### src/design/bcs_ram.sv
// Generic single-write, single-read synchronous RAM with registered read data.
module bcs_ram #(
    parameter int W  = 32,
    parameter int D  = 32,
    parameter int AW = (D > 1) ? $clog2(D) : 1
) (
    input  logic          i_clk,
    input  logic          i_we,
    input  logic [AW-1:0] i_waddr,
    input  logic [W-1:0]  i_wdata,
    input  logic          i_re,
    input  logic [AW-1:0] i_raddr,
    output logic [W-1:0]  o_rdata
);
    logic [W-1:0] mem [D];
    logic [W-1:0] r_rdata;

    always_ff @(posedge i_clk) begin
        if (i_we) begin
            mem[i_waddr] <= i_wdata;
        end
        if (i_re) begin
            r_rdata <= mem[i_raddr];
        end
    end

    assign o_rdata = r_rdata;
endmodule

### config.mk
export PLATFORM = sky130hd
export DESIGN_NAME = bcs_ram
export DESIGN_NICKNAME = d
export VERILOG_FILES = /design/src/design/bcs_ram.sv
export SDC_FILE = /design/constraint.sdc
export NUM_CORES = 1
export LEC_CHECK = 0
export BUFFER_PORTS_ARGS = -buffer_cell sky130_fd_sc_hd__buf_2
export CAP_MARGIN = 20
export CORE_UTILIZATION = 35
export CTS_BUF_LIST = sky130_fd_sc_hd__clkbuf_8
export CTS_CLUSTER_DIAMETER = 60
export CTS_CLUSTER_SIZE = 20
export DETAILED_ROUTE_END_ITERATION = 8
export SLEW_MARGIN = 20
export SYNTH_ARGS = -nofsm -noshare
export SYNTH_HDL_FRONTEND = slang
export SYNTH_SLANG_ARGS = --single-unit
### constraint.sdc
create_clock -name i_clk -period 3.9 [get_ports i_clk]
set_input_delay 0.195 -clock i_clk [delete_from_list [all_inputs] [get_ports i_clk]]
set_output_delay 0.195 -clock i_clk [all_outputs]
set_load 0.01 [all_outputs]
==> reports/metrics.cfg, run 1 <==
[synthesis]
synth_xor_area_share_pct=0
synth-compound-area-share_pct=4.81
syn_inst=2260
yosys_warnings=0
synth_seq_area_share_pct=77.7
synth.distinct_cells=24
synth_simple_gate_area_share_pct=3.08
synth.area.mux_share_pct=12.6
synthAdderAreaFrac_pct=0
synth_top_family_by_area=multiplexers
avgSynthCellArea_um2=18.1
syn_nets=2305
synth-seq-cells=1056
synth_area_mm2=0.0408

[clocking]
cts.path.max_buffers=3
cts_root_buffer=clkbuf_8
htree_levels=3
clock-sinks=1056
cts_setup_buffers=0
holdBufCountCts=32
cts_resized=0
numCtsBuffers=78
clkLatencyLatePin_ns=0.73
clkSlewWorstSetupHoldPaths_ns=0.11
tritoncts=yes

[grt]
grt_max_degree=65
grtUsageTotal_pct=17.4
antenna_found_initial=10
overflow=0
grt_pass1_vias=21000
grt_first_pass_wirelength_mm=148

[placed_design]
dp_hpwl_mm=61.2
io_buffers=76
place.gp.congestion=0.797
place_area_mm2=0.0435
place_ws_ns=0.957
place_inst=3807

[hold_path]
holdCritPathClass=in2reg
holdCritStartpoint=i_waddr[3]

[setup_path]
crit_buf_inv=3
crit_required_ns=4.29
crit_type=in2reg
critPathMaxStageDelay_ns=0.43
path_depth=7
regToRegSetupSlack_ns=2.08
crit_end=o_rdata[8]
critPathLaunch=i_raddr[0]
cp_data_arrival_time_ns=2.51
r2r-end=o_rdata[8]
worstPathMaxFanout=56
startpoint_type=primary input
critPathCaptureType=flip-flop
path_cells=buf_8 > buf_12 > buf_4 > mux2i_1 > a22oi_1 > a31oi_1 > nand3_1
crit_family=buffers and inverters
cpMaxStageDelayCell=a31oi_1
reg2reg_depth=5
r2r-start=mem[4][8]

[detailed_routing]
ant_nets=0
drt_iter0_drc=2220
drc=0
via_count=21100
vias_per_cell=5.29
drt_wl_total_mm=104
routedWlPerCell_um=26.0
first_pass_iters=6

[finish]
nets=2453
drive_above_1_share_pct=13.6
final_cells=3979
area_growth_pct=11.7
postLayoutCellArea_mm2=0.0456

[floorplan]
die_x_um=343
coreArea_mm2=0.115
num_rows=124
num_io_pins=77
die_y_um=343
die_area_mm2=0.118
start_util_pct=35.5

[run_status]
status=finished clean

[sta]
rsz0062_at_grt=false
tns_ns=0
fin_crit_sh_pct=54.5
hold_viol=0
slew_violations=0
finalCriticalPeriod_ns=2.13
setup_slack_ns=1.77
relSlewSlack_pct=31.3
setup_viol=0
fmax_ghz=0.470
clock_skew_ns=0.0333
worstMarginPinSlew_ns=1.03

[power_and_ir_drop]
p_leak_uw=0.0155
cellPowerDensity_mw_per_mm2=444
vdd_ir_drop_max_mv=0.319

[run]
maxCapViolations=0

[routing by layer]
layer | vias to the layer above | track usage (%) | share of wire, %
li1 | 9273 | - | -
met1 | 10900 | 23.7 | 42
met2 | 705 | 28.8 | 49
met3 | 151 | 2.97 | 6.4
met4 | 6 | 4.94 | 2.6
met5 | - | 0 | 0.033
[final cells by class]
type	instances	area [µm²]
Antenna cell	3	7.51
Timing Repair Buffer	195	1670
Tap cell	1512	1890
Clock buffer	81	1110
Sequential cell	1056	31700
Multi-Input combinational cell	1077	8610
Clock inverter	55	594
Fill cell	10200	69400
[stage by stage]
step | total power (µW) | utilization, % | hold WS (ns)
2_1_floorplan | 13600 | - | 0.294
3_3_place_gp | 14200 | 37.9 | 0.614
3_5_place_dp | 14200 | 37.9 | 0.616
4_1_cts | 20400 | 39.6 | 0.0729
5_1_grt | 20900 | 39.7 | 0.117
6_report | 20200 | 39.7 | 0.136
[layout by cell type (no fill, tap or decap), drive strengths merged]
cell	Yosys	layout
nand3	98	98
or3	1	1
and2b	1	1
a21oi	96	96
a22o	64	64
dlygate4sd3	0	32
edfxtp	1056	1056
clkinvlp	0	10
nor3	32	32
clkinv	0	19
and2	1	1
or2	1	1
diode	0	3
nand2	98	98
mux2i	512	512
inv	0	21
buf	79	163
nand3b	5	5
bufinv	0	5
nor2b	1	1
nor2	34	34
a22oi	96	96
clkbuf	48	81
a31oi	32	32
nand2b	2	2
or3b	3	3
[report_power, final]
part,switching [µW],internal [µW],total [µW]
Clock,3850,2450,6290
Sequential,58.6,12600,12700
Combinational,836,406,1240
[cells in the mapped netlist]
master    number  area [µm²]
a22oi_1       96         721
or3b_2         3        26.3
mux2i_1      512        5120
or3_1          1        6.26
nor3_1        32         160
nand2b_1       2        12.5
and2_1         1        6.26
or2_2          1        6.26
nor2_1        34         128
buf_6         15         169
buf_4         33         248
edfxtp_1    1056       31700
nor2b_1        1        6.26
nand3_1       98         490
and2b_1        1        7.51
nand2_1       98         368
buf_1          5        18.8
a21oi_1       96         480
clkbuf_4       2        15.0
clkbuf_1      46         173
nand3b_1       5        37.5
a31oi_1       32         200
a22o_1        64         561
buf_2         26         130
[worst min-delay path by stage]
stage	to	slack (ns)	depth (start not counted)
floorplan	mem[0][0]	0.29	0
global placement	o_rdata[3]	0.61	1
detailed placement	o_rdata[28]	0.62	1
CTS	mem[16][14]	0.07	3
global route	mem[16][14]	0.12	3
finish	mem[16][14]	0.14	3
[worst reg2reg max path: stages, from the launching register on]
cell and delay [ns]:
edfxtp_1 0.40, mux2i_1 0.15, a22o_1 0.16, nor3_1 0.08, a31oi_1 0.40, nand3_1 0.31
[flip-flops by register name (all words and copies together) (netlist names)]
register,count
o_rdata,32
mem,1024
[cells by family after synthesis]
group	count (synthesis)
mux	512
simple gates	277
compound gates	288
buf+inv	127
flops	1056
(Power assumes the default switching activity.)
==> run 2: changes to the inputs <==
Clock period 3.9 ns to 1.8 ns, I/O delays scaled along.
==> run 2 against run 1 <==
Sequential share of layout area is 2.4 points lower. Non-clock buffer count grew 107. Combinational power up 130%. Sequential power grew 120%. Critical path type is now reg2reg. Critical endpoint is now o_rdata[9]. Highest routed layer unchanged.
==> reports/metrics.cfg, run 2 (synthesis gave the netlist of run 1 again) <==
[run_status]
status=finished clean

[setup_path]
cp_data_arrival_time_ns=2.09
path_cells=mux2i_1 > a22o_1 > nor3_1 > a31oi_2 > buf_4 > nand3_2
r2r-start=mem[3][9]
startpoint_type=flip-flop
cpMaxStageDelayCell=edfxtp_1
crit_family=compound AO/OA/AOI/OAI gates
worstPathMaxFanout=1
critPathMaxStageDelay_ns=0.38
crit_type=reg2reg
crit_required_ns=2.22
crit_buf_inv=1
critPathCaptureType=flip-flop
critPathLaunch=mem[3][9]

[sta]
finalCriticalPeriod_ns=1.67
tns_ns=0
fmax_ghz=0.600
worstMarginPinSlew_ns=0.616
clock_skew_ns=0.0483
fin_crit_sh_pct=92.6
hold_viol=0
slew_violations=0
relSlewSlack_pct=58.9
setup_viol=0
rsz0062_at_grt=false

[power_and_ir_drop]
vdd_ir_drop_max_mv=0.524
netSwitchingPower_uw=10400
p_leak_uw=0.0162
swShare_pct=23.6
clock_power_share_pct=31.0
p_comb_share_pct=6.6
cellPowerDensity_mw_per_mm2=935
p_seq_share_pct=62.4
finalPower_uw=44100
p_int_uw=33700

[clocking]
cts.path.max_buffers=3
clkSlewWorstSetupHoldPaths_ns=0.11
tritoncts=yes
numCtsBuffers=79
cts_root_buffer=clkbuf_8
htree_levels=3
clkLatencyLatePin_ns=0.73
cts_setup_buffers=0
clock-sinks=1056

[placed_design]
dp_hpwl_mm=62.6
place.gp.congestion=0.797
io_buffers=76
place_inst=3914
place_area_mm2=0.0452

[detailed_routing]
first_pass_iters=7
top_layer=met5
drt_wl_total_mm=105
via_count=21600
wl_met1_mm=45.3
drc=0
vias_per_cell=5.30
routedWlPerCell_um=25.9
wl_met2_mm=51.3
drt_iter0_drc=2142
ant_nets=0
dr_wl_met3_mm=6.61

[grt]
grt_max_degree=38
grtUsageTotal_pct=17.8
overflow=0
grt_pass1_vias=21900
grt_first_pass_wirelength_mm=151
antenna_found_initial=6

[finish]
final_cells=4081
nets=2561
postLayoutCellArea_mm2=0.0472
area_growth_pct=15.7
final_common_cell=edfxtp_1
drive_above_1_share_pct=17.1
layout_common_cells=edfxtp_1, mux2i_1, buf_4
largest_reg_flops=1024
nFillCells=10100
regMostFlops=mem
utilization_pct=41.1

[hold_path]
holdCritPathClass=in2reg
holdCritStartpoint=i_waddr[1]

[run]
maxCapViolations=0

[floorplan]
num_io_pins=77
die_y_um=343
start_util_pct=35.5
die_area_mm2=0.118
coreArea_mm2=0.115
num_rows=124
die_x_um=343

[run 2: cell count changes in the layout (fill, tap and decap cells not counted), sizes merged]
cell and delta:
diode -1, inv +4, dlygate4sd3 +1, clkinv -4, clkinvlp -3, bufinv -1, buf +106
[run 2: what timing repair did]
item,4_1_cts,5_1_grt
hold endpoints to repair,1056,0
endpoints found under the setup margin,1,1
gates resized for setup,1,1
hold buffers,33,0
[run 2: stage by stage]
stage / hold slack, ns / setup slack [ns]
after detailed placement: 0.533 / -0.226
after CTS: 0.0820 / 0.00112
after global placement: 0.544 / -0.202
after global routing: 0.146 / 0.0559
after floorplan: 0.189 / -0.520
final: 0.149 / 0.134
[run 2: worst min-delay path, stage by stage]
cell and delay, ns:
buf_2 0.12, nand3_1 0.06, buf_4 0.27, nor2_4 0.14
[run 2: worst paths after layout]
| kind | end | slack (ns) | cells after the start |
|---|---|---|---|
| hold reg to reg | o_rdata[27] | 0.69 | 4 |
| setup / recovery | o_rdata[9] | 0.13 | 6 |
| hold / removal | mem[23][1] | 0.15 | 4 |
| setup reg to reg | o_rdata[9] | 0.13 | 6 |
[run 2: power groups by stage]
stage               logic [µW]  registers (µW)  clock network, µW
detailed placement        2830           28100                  0
finish                    2890           27500              13700
floorplan                 1430           28100                  0
global placement          2780           28100                  0
CTS                       2910           27500              14000
global route              3080           27600              14800
[run 2: final cells by class]
cell class,count,area (µm²),share of cell area [%]
Antenna cell,2,5.00,0.0106
Clock inverter,51,569,1.21
Timing Repair Buffer,302,3280,6.96
Sequential cell,1056,31700,67.2
Tap cell,1512,1890,4.01
Multi-Input combinational cell,1077,8620,18.3
Clock buffer,81,1110,2.36
[run 2: metal layers]
layer  vias to the layer above  global-route usage, %
met3                       130                   2.82
met2                       724                   29.7
met4                         8                   4.57
li1                       9487                      -
met1                     11300                   24.3
met5                         -                      0
