$ cat src/design/bcs_pkg.sv
// Shared constants for the Bezier curve sampler.
package bcs_pkg;
    localparam int MAX_POINTS = 32;
    localparam int PT_AW      = (MAX_POINTS > 1) ? $clog2(MAX_POINTS) : 1;
    localparam int CNT_W      = $clog2(MAX_POINTS + 1);
    localparam int COORD_W    = 32;
    localparam int PT_W       = 3 * COORD_W;
    localparam int Q_W        = 31;
    localparam int FRAC_W     = 30;
    localparam int BIN_W      = 30;
    localparam int DVD_W      = 36;
    localparam int DVS_W      = 7;
    localparam int OC_W       = 7;
    localparam int IDX_W      = 6;
    localparam logic [Q_W-1:0]  ONE_Q30      = Q_W'(1) << FRAC_W;
    localparam logic [OC_W-1:0] OC_RESET     = OC_W'(16);
    localparam logic [OC_W-1:0] OC_MIN       = OC_W'(2);
    localparam logic [OC_W-1:0] OC_MAX       = OC_W'(64);
endpackage

$ cat src/design/bcs_divider.sv
// Restoring serial divider, one quotient bit per cycle.
module bcs_divider (
    input  logic                      i_clk,
    input  logic                      i_rst_n,
    input  logic                      i_start,
    input  logic [bcs_pkg::DVD_W-1:0] i_dividend,
    input  logic [bcs_pkg::DVS_W-1:0] i_divisor,
    output logic                      o_done,
    output logic [bcs_pkg::DVD_W-1:0] o_quot
);
    import bcs_pkg::*;

    localparam int CW = $clog2(DVD_W);

    logic              r_busy;
    logic [CW-1:0]     r_cnt;
    logic [DVS_W-1:0]  r_rem;
    logic [DVD_W-1:0]  r_q;
    logic [DVS_W-1:0]  r_d;
    logic              r_done;
    logic [DVS_W:0]    w_shift;
    logic [DVS_W:0]    w_diff;
    logic              w_ge;

    assign w_shift = {r_rem, r_q[DVD_W-1]};
    assign w_diff  = w_shift - {1'b0, r_d};
    assign w_ge    = (w_shift >= {1'b0, r_d});

    always_ff @(posedge i_clk) begin
        if (!i_rst_n) begin
            r_busy <= 1'b0;
            r_done <= 1'b0;
            r_cnt  <= '0;
        end else begin
            r_done <= 1'b0;
            if (i_start) begin
                r_busy <= 1'b1;
                r_cnt  <= '0;
            end else if (r_busy) begin
                if (r_cnt == CW'(DVD_W - 1)) begin
                    r_busy <= 1'b0;
                    r_done <= 1'b1;
                end
                r_cnt <= r_cnt + 1'b1;
            end
        end
    end

    always_ff @(posedge i_clk) begin
        if (i_start) begin
            r_q   <= i_dividend;
            r_d   <= i_divisor;
            r_rem <= '0;
        end else if (r_busy) begin
            r_rem <= w_ge ? w_diff[DVS_W-1:0] : w_shift[DVS_W-1:0];
            r_q   <= {r_q[DVD_W-2:0], w_ge};
        end
    end

    assign o_done = r_done;
    assign o_quot = r_q;
endmodule

$ cat config.mk
export PLATFORM = sky130hd
export DESIGN_NAME = bcs_divider
export DESIGN_NICKNAME = d
export VERILOG_FILES = /design/src/design/bcs_pkg.sv /design/src/design/bcs_divider.sv
export SDC_FILE = /design/constraint.sdc
export NUM_CORES = 1
export LEC_CHECK = 0
export BUFFER_PORTS_ARGS = -buffer_cell sky130_fd_sc_hd__buf_4
export CORE_MARGIN = 2
export CORE_UTILIZATION = 55
export DETAILED_ROUTE_END_ITERATION = 6
export PLACE_DENSITY_LB_ADDON = 0.25
export SYNTH_ARGS = -nofsm -noshare
export SYNTH_HDL_FRONTEND = slang
export SYNTH_SLANG_ARGS = --single-unit
$ cat constraint.sdc
create_clock -name i_clk -period 4.4 [get_ports i_clk]
set_clock_uncertainty 0.15 [all_clocks]
set_input_delay 0.22 -clock i_clk [delete_from_list [all_inputs] [get_ports i_clk]]
set_output_delay 0.22 -clock i_clk [all_outputs]
set_load 0.02 [all_outputs]
==> qor.csv, run 1 <==
metric,value,unit
rsz0062_at_grt,false,
fp-row-count,26,
dr.pass1.iters,4,
arrival,2.64,ns
post-cts-setup-buffer-count,0,
tightest_slew,0.846,ns
coreArea,5070,um2
cts_buffers,9,
seq_area_frac_synth,55.5,%
setup_violations,0,
io_buffers,82,
crit_slowest_cell,fa_1,
grt_pass1_vias,2091,
drc,0,
final_nets,365,
cts.clk_slew.worst_paths,0.07,ns
fin_cells,385,
min-delay-path-class,in2reg,
syn_area_per_cell,13.0,um2
antenna_left,0,
place_congestion,0.795,
hold_viol,0,
die_area,5810,um2
cts_tree,built,
yosysWarningCount,0,
placedCellCount,361,
antenna_cells,0,
grt_antenna_before_repair,0,
finalWorstSetupSlack,1.85,ns
endpoint_kind,flop,
crit_chain,inv_1 -> ha_1 -> fa_1 -> nand2b_1 -> a211o_1 -> and3_1 -> a311oi_2,
utilization,74.4,%
grt_pass1_wl,9720,um
ir_worst_vdd,0.000299,V
synth.most_common_cell,edfxtp_1,
routed_wl,5910,um
drive_gt1_share,44.4,%
timing.setup.tns,0,ns
power_density,376,nW/um2
ys_async_sr_fraction,0,%
cp.required,4.49,ns
ys.flop_type,edfxtp_1,
yosys-top-cells-count,"edfxtp_1, mux2_2, dfxtp_1",
synthTopCellsByArea,"edfxtp_1, mux2_2, dfxtp_1",
syn_to_final_growth,31.6,%
clk_latency,0.33,ns
slowest_delay,0.45,ns
htreeDepth,3,
synth_top_area_share,45.0,%
io-pin-count,83,
clkSinkCount,58,
dieWidth,76.2,um
worstSetupPathType,reg2reg,
netlist_area,2870,um2
crit_path_max_fanout,9,
dr_total_vias,2065,
yosysTopAreaCell,edfxtp_1,
first_iter_violations,142,
synth-seq-cells,58,
cp-start-kind,flop,
relSlewSlack,43.6,%
start_util,56.5,%
synth_nets,275,
routedWlPerCell,15.3,um
pre_cts_ws,1.94,ns
dp_hpwl,3930,um
root_buffer,clkbuf_8,
power_leakage,1.54,nW
max_clock_freq,392,MHz
synth_edf_count,43,
fin_crit,2.55,ns
timing.hold.ws,0.0378,ns
outcome,"complete, no violations",
viasPerCell,5.36,
max_cap_viol_count,0,
fin_crit_sh,58.0,%
cts_max_path_buffers,2,
slew_viol_final,0,
grt_usage,21.3,%
grt_max_degree,61,
overflow,0,
synth_cells,220,
post_synth_num_cell_types,46,
fp.dieH,76.2,um
## flip-flops by register name, indices dropped and copies added, names as in the netlist
| signal | flops |
|---|---|
| o_done | 1 |
| r_rem | 7 |
| r_cnt | 6 |
| r_busy | 1 |
| o_quot | 36 |
| r_d | 7 |
## worst paths after layout
kind,start,end,slack (ns),cells past startpoint
setup reg to reg,o_quot[35],r_rem[2],1.85,7
setup / recovery,o_quot[35],r_rem[2],1.85,7
hold / removal,i_dividend[18],o_quot[18],0.04,2
hold reg to reg,r_cnt[5],o_done,0.33,2
## critical path: cells and delay by family (launching register included)
kind,cells,cell delay [ns]
adders and majority gates,2,0.70
AOI/OAI and AO/OA,2,0.67
and+or+nand+nor,2,0.51
DFF,1,0.37
buffers and inverters,1,0.08
## area by class of cell
| cell class | instances | area [um2] |
|---|---|---|
| inverter | 13 | 48.8 |
| clock inverter | 6 | 57.6 |
| multi-input combinational | 138 | 1170 |
| timing repair buffer | 90 | 696 |
| fill | 360 | 1300 |
| sequential | 58 | 1590 |
| tap | 70 | 87.6 |
| clock buffer | 10 | 128 |
## timing repair
| item | in CTS | in global routing |
|---|---|---|
| resized for setup | 0 | 0 |
| hold buffers | 8 | 0 |
| endpoints found under the setup margin | 0 | 0 |
| endpoints found under the hold margin | 8 | 0 |
## stage by stage
| stage | power (W) | cell area (um2) |
|---|---|---|
| 2_1_floorplan | 0.000847 | 2870 |
| 3_3_place_gp | 0.000951 | 3510 |
| 3_5_place_dp | 0.000956 | 3510 |
| 4_1_cts | 0.00143 | 3780 |
| 5_1_grt | 0.00148 | 3780 |
| 6_report | 0.00142 | 3780 |
## power breakdown
part           switching, W  internal, W  total [W]
registers         0.0000292     0.000645   0.000674
logic              0.000140     0.000139   0.000279
clock network      0.000212     0.000257   0.000468
total              0.000381      0.00104    0.00142
## cells by family (layout without fill, tap and decap cells)
group,Yosys count,after routing,share of synthesized area [%]
DFF,58,58,55.5
and+or+nand+nor,51,51,9.68
muxes,37,37,14.4
AOI/OAI and AO/OA,34,34,10.2
buffers and inverters,24,119,3.84
adders and majority gates,9,9,4.19
xor gates and xnor gates,7,7,2.14
## routing by layer
metal,global-route usage (%),up-vias,routed length [um]
li1,-,1005,-
met1,25.1,981,2500
met2,34.5,70,2840
met3,9.95,9,473
met4,7.09,0,92
met5,0,-,0
## placed cells by master, fill, tap and decap left out, drive strengths merged, types with 4 or more instances in the layout
| cell type | n |
|---|---|
| dfxtp | 15 |
| edfxtp | 43 |
| nand4 | 4 |
| a41oi | 4 |
| o21ai | 5 |
| mux2 | 35 |
| ha | 8 |
| nor3b | 6 |
| nor3 | 4 |
| nor2 | 11 |
| nand2 | 9 |
| xnor2 | 4 |
| nor2b | 5 |
| clkbuf | 10 |
| dlygate4sd3 | 8 |
| buf | 82 |
| or2 | 4 |
| inv | 13 |
Note: power is estimated with default switching activity, not from simulation.
==> run 2, diff against run 1 <==
--- a/config.mk
+++ b/config.mk
@@ -7,7 +7,7 @@
 export LEC_CHECK = 0
 export BUFFER_PORTS_ARGS = -buffer_cell sky130_fd_sc_hd__buf_4
 export CORE_MARGIN = 2
-export CORE_UTILIZATION = 55
+export CORE_UTILIZATION = 52
 export DETAILED_ROUTE_END_ITERATION = 6
 export PLACE_DENSITY_LB_ADDON = 0.25
 export SYNTH_ARGS = -nofsm -noshare
==> constraint.sdc (replaced) <==
create_clock -name i_clk -period 2.53 [get_ports i_clk]
set_clock_uncertainty 0.15 [all_clocks]
set_input_delay 0.1265 -clock i_clk [delete_from_list [all_inputs] [get_ports i_clk]]
set_output_delay 0.1265 -clock i_clk [all_outputs]
set_load 0.02 [all_outputs]
==> run 2 against run 1 <==
  * Largest power group unchanged
  * Routed wire length is 29% higher
  * Global-route usage up 4.7 points
  * Register-to-register slack lost 1.8 ns
  * Count of clock-buffer cells in the layout grew 3
==> qor.csv, run 2 (synthesized netlist as in run 1, its figures left out) <==
metric,value,unit
outcome,"complete, no violations",
final_area,4150,um2
cts_max_path_buffers,2,
grt_pass1_vias,2332,
cp-start-kind,flop,
timing.hold.ws,0.116,ns
coreArea,5410,um2
grt_usage,26.0,%
drc,0,
max_clock_freq,408,MHz
htreeDepth,3,
first_iter_violations,176,
cts.clk_slew.worst_paths,0.07,ns
grt_antenna_before_repair,0,
cts_buffers,9,
worstSetupPathType,reg2reg,
viasPerCell,5.35,
routed_wl,7640,um
arrival,2.52,ns
syn_to_final_growth,44.6,%
p_total,0.00247,W
tightest_slew,0.466,ns
antenna_cells,0,
cts_tree,built,
slew_viol_final,0,
io-pin-count,83,
comb_power_share,22.8,%
place_area,3540,um2
ir_worst_vdd,0.000501,V
pre_cts_ws,0.0572,ns
fin_crit,2.45,ns
final_nets,405,
dr_total_vias,2286,
switching_share,28.6,%
p_switching,0.000705,W
dr.pass1.iters,4,
die_area,6130,um2
dieWidth,78.3,um
drive_gt1_share,41.1,%
rsz0062_at_grt,false,
fillers,319,
power.share.clock,29.5,%
final_common_cell,buf_4,
p_int,0.00176,W
overflow,0,
relSlewSlack,69.0,%
setup_violations,0,
dp_hpwl,3960,um
timing.setup.tns,0,ns
largest_reg_flops,36,
endpoint_kind,flop,
place_congestion,0.812,
fin_crit_sh,96.9,%
power_density,595,nW/um2
min-delay-path-class,in2reg,
finalWorstSetupSlack,0.0776,ns
max_cap_viol_count,0,
power.share.sequential,47.8,%
grt_max_degree,40,
start_util,53.1,%
clk_latency,0.33,ns
antenna_left,0,
cp.required,2.60,ns
power_leakage,1.71,nW
io_buffers,82,
fp.dieH,78.3,um
clkSinkCount,58,
grt_pass1_wl,12000,um
fp-row-count,27,
root_buffer,clkbuf_8,
routedWlPerCell,17.9,um
final_cell_mix,"buf_4, dlygate4sd3_1, edfxtp_1",
crit_path_max_fanout,9,
hold_viol,0,
[run 2: cell type report]
type,instances,area (um2),area share [%]
sequential,58,1590,38.4
multi-input combinational,138,1180,28.3
timing repair buffer,130,1090,26.2
clock buffer,13,139,3.35
tap,72,90.1,2.17
inverter,13,48.8,1.18
clock inverter,3,17.5,0.422
[run 2: worst max-delay path: stages, from the launching register on]
cell and delay, ns:
edfxtp_1 0.36, inv_1 0.08, ha_1 0.25, fa_2 0.38
nand2b_1 0.18, a211o_2 0.38, and3_4 0.25, a311oi_2 0.32
[run 2: power by group through the flow]
stage / sequential (W) / clock, W / combinational [W]
final: 0.00118 / 0.000727 / 0.000562
after CTS: 0.00117 / 0.000713 / 0.000540
after detailed placement: 0.00118 / 0 / 0.000484
after global routing: 0.00119 / 0.000780 / 0.000596
after floorplan: 0.00125 / 0 / 0.000219
after global placement: 0.00118 / 0 / 0.000478
[run 2: path summary, 6_finish.rpt]
check,start,end,slack [ns],depth (start not counted)
worst max-delay path,o_quot[35],r_rem[0],0.08,7
worst max register to register,o_quot[35],r_rem[0],0.08,7
worst min-delay path,i_start,r_d[4],0.12,1
worst min register to register,r_cnt[5],o_done,0.35,2
[run 2: through the flow]
| stage | util (%) | instances |
|---|---|---|
| global placement | 65.6 | 367 |
| finish | 76.8 | 427 |
| detailed placement | 65.6 | 367 |
| floorplan | - | 220 |
| global route | 76.8 | 427 |
| CTS | 76.6 | 427 |
[run 2: timing repair]
item / in CTS / in global routing
endpoints found under the hold margin: 44 / 0
hold buffers: 44 / 0
setup buffers: 0 / 0
endpoints found under the setup margin: 0 / 6
resized for setup: 0 / 4
[run 2: metal layers]
layer | up-vias | GRT usage (%) | part of all wire [%]
met5 | - | 0 | 0
li1 | 1088 | - | -
met2 | 85 | 44.3 | 50
met1 | 1091 | 31.5 | 41
met4 | 0 | 10.0 | 2.8
met3 | 22 | 6.90 | 5.5
==> run 3, diff against run 2 <==
--- a/config.mk
+++ b/config.mk
@@ -7,7 +7,7 @@
 export LEC_CHECK = 0
 export BUFFER_PORTS_ARGS = -buffer_cell sky130_fd_sc_hd__buf_4
 export CORE_MARGIN = 2
-export CORE_UTILIZATION = 52
+export CORE_UTILIZATION = 47
 export DETAILED_ROUTE_END_ITERATION = 6
 export PLACE_DENSITY_LB_ADDON = 0.25
 export SYNTH_ARGS = -nofsm -noshare
==> constraint.sdc (replaced) <==
create_clock -name i_clk -period 2 [get_ports i_clk]
set_clock_uncertainty 0.15 [all_clocks]
set_input_delay 0.1 -clock i_clk [delete_from_list [all_inputs] [get_ports i_clk]]
set_output_delay 0.1 -clock i_clk [all_outputs]
set_load 0.02 [all_outputs]
==> run 3 against run 2 <==
  * The flow now finishes with violations (setup timing)
  * Global-route usage decreased by 3.8 points
  * Sequential power grew 25%
  * Clock power up 42%
  * Critical endpoint is now r_rem[2]
  * Core utilization shrank 3.2 points
  * Largest power group unchanged
  * Non-clock buffer count up 13
  * Largest cell class unchanged
  * Via count up 0.17%
==> qor.csv, run 3 (synthesized netlist as in run 1, its figures left out) <==
metric,value,unit
first_iter_violations,66,
io-pin-count,83,
grt_pass1_wl,11100,um
min-delay-path-class,reg2reg,
p_total,0.00327,W
finalWorstSetupSlack,-0.153,ns
fin_cells,443,
r2r_start,r_d[0],
power_density,750,nW/um2
final_cell_mix,"buf_4, dlygate4sd3_1, edfxtp_1",
fin_crit_sh,108,%
worstSetupPathType,reg2reg,
largest_reg_flops,36,
crit_slowest_cell,edfxtp_1,
switching_share,27.1,%
fillers,363,
clkSinkCount,58,
grt_max_degree,32,
regArea,1590,um2
drc,0,
cp.required,2.09,ns
p_switching,0.000885,W
grt_use_met2,35.9,%
start_util,48.5,%
grtUsageMet3,7.72,%
max_cap_viol_count,0,
ir_worst_vdd,0.000570,V
drive_gt1_share,45.4,%
grt_usage,22.2,%
p_int,0.00238,W
root_buffer,clkbuf_8,
slowest_delay,0.41,ns
routedWlPerCell,15.5,um
setup_violations,8,
crit_path_max_fanout,7,
antenna_left,0,
dp_hpwl,4410,um
cts_max_path_buffers,2,
fin_crit,2.15,ns
fp.dieH,82.1,um
placedCellCount,381,
multi_input_area,1240,um2
path_delay_family,compound AO/OA/AOI/OAI gates,
power.share.sequential,45.4,%
fp-row-count,28,
htreeDepth,3,
dr_total_vias,2290,
max_clock_freq,464,MHz
io_buffers,82,
violations,setup timing,
final_nets,418,
antenna_cells,0,
rsz0062_at_grt,true,
hold_viol,0,
cp-start-kind,flop,
dr.pass1.iters,5,
top_usage_layer,met2,
grt_pass1_vias,2414,
cts_buffers,9,
viasPerCell,5.17,
grt_antenna_before_repair,0,
power.share.clock,31.6,%
relSlewSlack,75.1,%
outcome,"complete, but fails checks",
dieWidth,82.1,um
r2r_cells,6,
hp-start,r_cnt[5],
hold_depth,2,
reg2reg_slack,-0.15,ns
endpoint_kind,flop,
arrival,2.24,ns
comb_power_share,23.1,%
coreArea,5920,um2
crit_buf_inv,0,
routed_wl,6870,um
power_leakage,1.79,nW
cts_tree,built,
pre_cts_ws,-0.172,ns
cts.clk_slew.worst_paths,0.07,ns
grt_use_met1,27.6,%
min_to,o_done,
syn_to_final_growth,51.9,%
die_area,6750,um2
slew_viol_final,0,
crit_chain,ha_4 -> fa_2 -> nand2b_4 -> a211o_4 -> and3_4 -> a311oi_2,
clk_latency,0.33,ns
reg2reg_to,r_rem[2],
place_congestion,0.763,
overflow,0,
tightest_slew,0.373,ns
final_common_cell,buf_4,
## run 3: worst register-to-register path, cell delays in order (launching register included)
cell and delay [ns]:
edfxtp_1 0.41, ha_4 0.18, fa_2 0.34, nand2b_4 0.15
a211o_4 0.38, and3_4 0.23, a311oi_2 0.22
## run 3: worst max-delay path by stage
stage / start / to / cells after the start
final: r_d[0] / r_rem[2] / 6
after global routing: o_quot[35] / r_rem[2] / 7
after CTS: r_d[0] / r_rem[2] / 6
after detailed placement: r_d[0] / r_rem[6] / 7
after global placement: r_d[0] / r_rem[2] / 6
after floorplan: o_quot[35] / r_rem[0] / 9
## run 3: power by group through the flow
stage	registers [W]	clock network, W	logic, W
after CTS	0.00148	0.00105	0.000740
final	0.00148	0.00103	0.000753
after detailed placement	0.00150	0	0.000662
after global routing	0.00149	0.00111	0.000808
after global placement	0.00150	0	0.000651
after floorplan	0.00159	0	0.000289
## run 3: what timing repair did
action                                  in CTS  in global routing
hold buffers                                45                  0
resized for setup                            4                  3
hold endpoints to repair                    45                  0
setup buffers                                1                  0
endpoints found under the setup margin       8                  8
pin swaps                                    3                  3
## run 3: cell type report
cell class | instances | area share, %
timing repair buffer | 143 | 27.6
clock buffer | 10 | 2.93
tap | 75 | 2.15
clock inverter | 6 | 1.32
sequential | 58 | 36.5
multi-input combinational | 138 | 28.4
inverter | 13 | 1.12
## run 3: per-stage QoR
stage / hold slack (ns) / area [um2] / utilization, % / TNS (ns)
after global routing: 0.331 / 4360 / 73.6 / -1.49
after global placement: 0.129 / 3670 / 62.0 / -0.598
after CTS: 0.320 / 4340 / 73.3 / -0.758
after detailed placement: 0.130 / 3670 / 62.0 / -0.892
final: 0.334 / 4360 / 73.6 / -0.870
after floorplan: 0.0489 / 2900 / - / -1.98
## run 3: routing by layer
layer	vias up	wire length, um
met5	-	0
met1	1111	2990
met3	8	361
met4	0	86
met2	61	3430
li1	1110	-
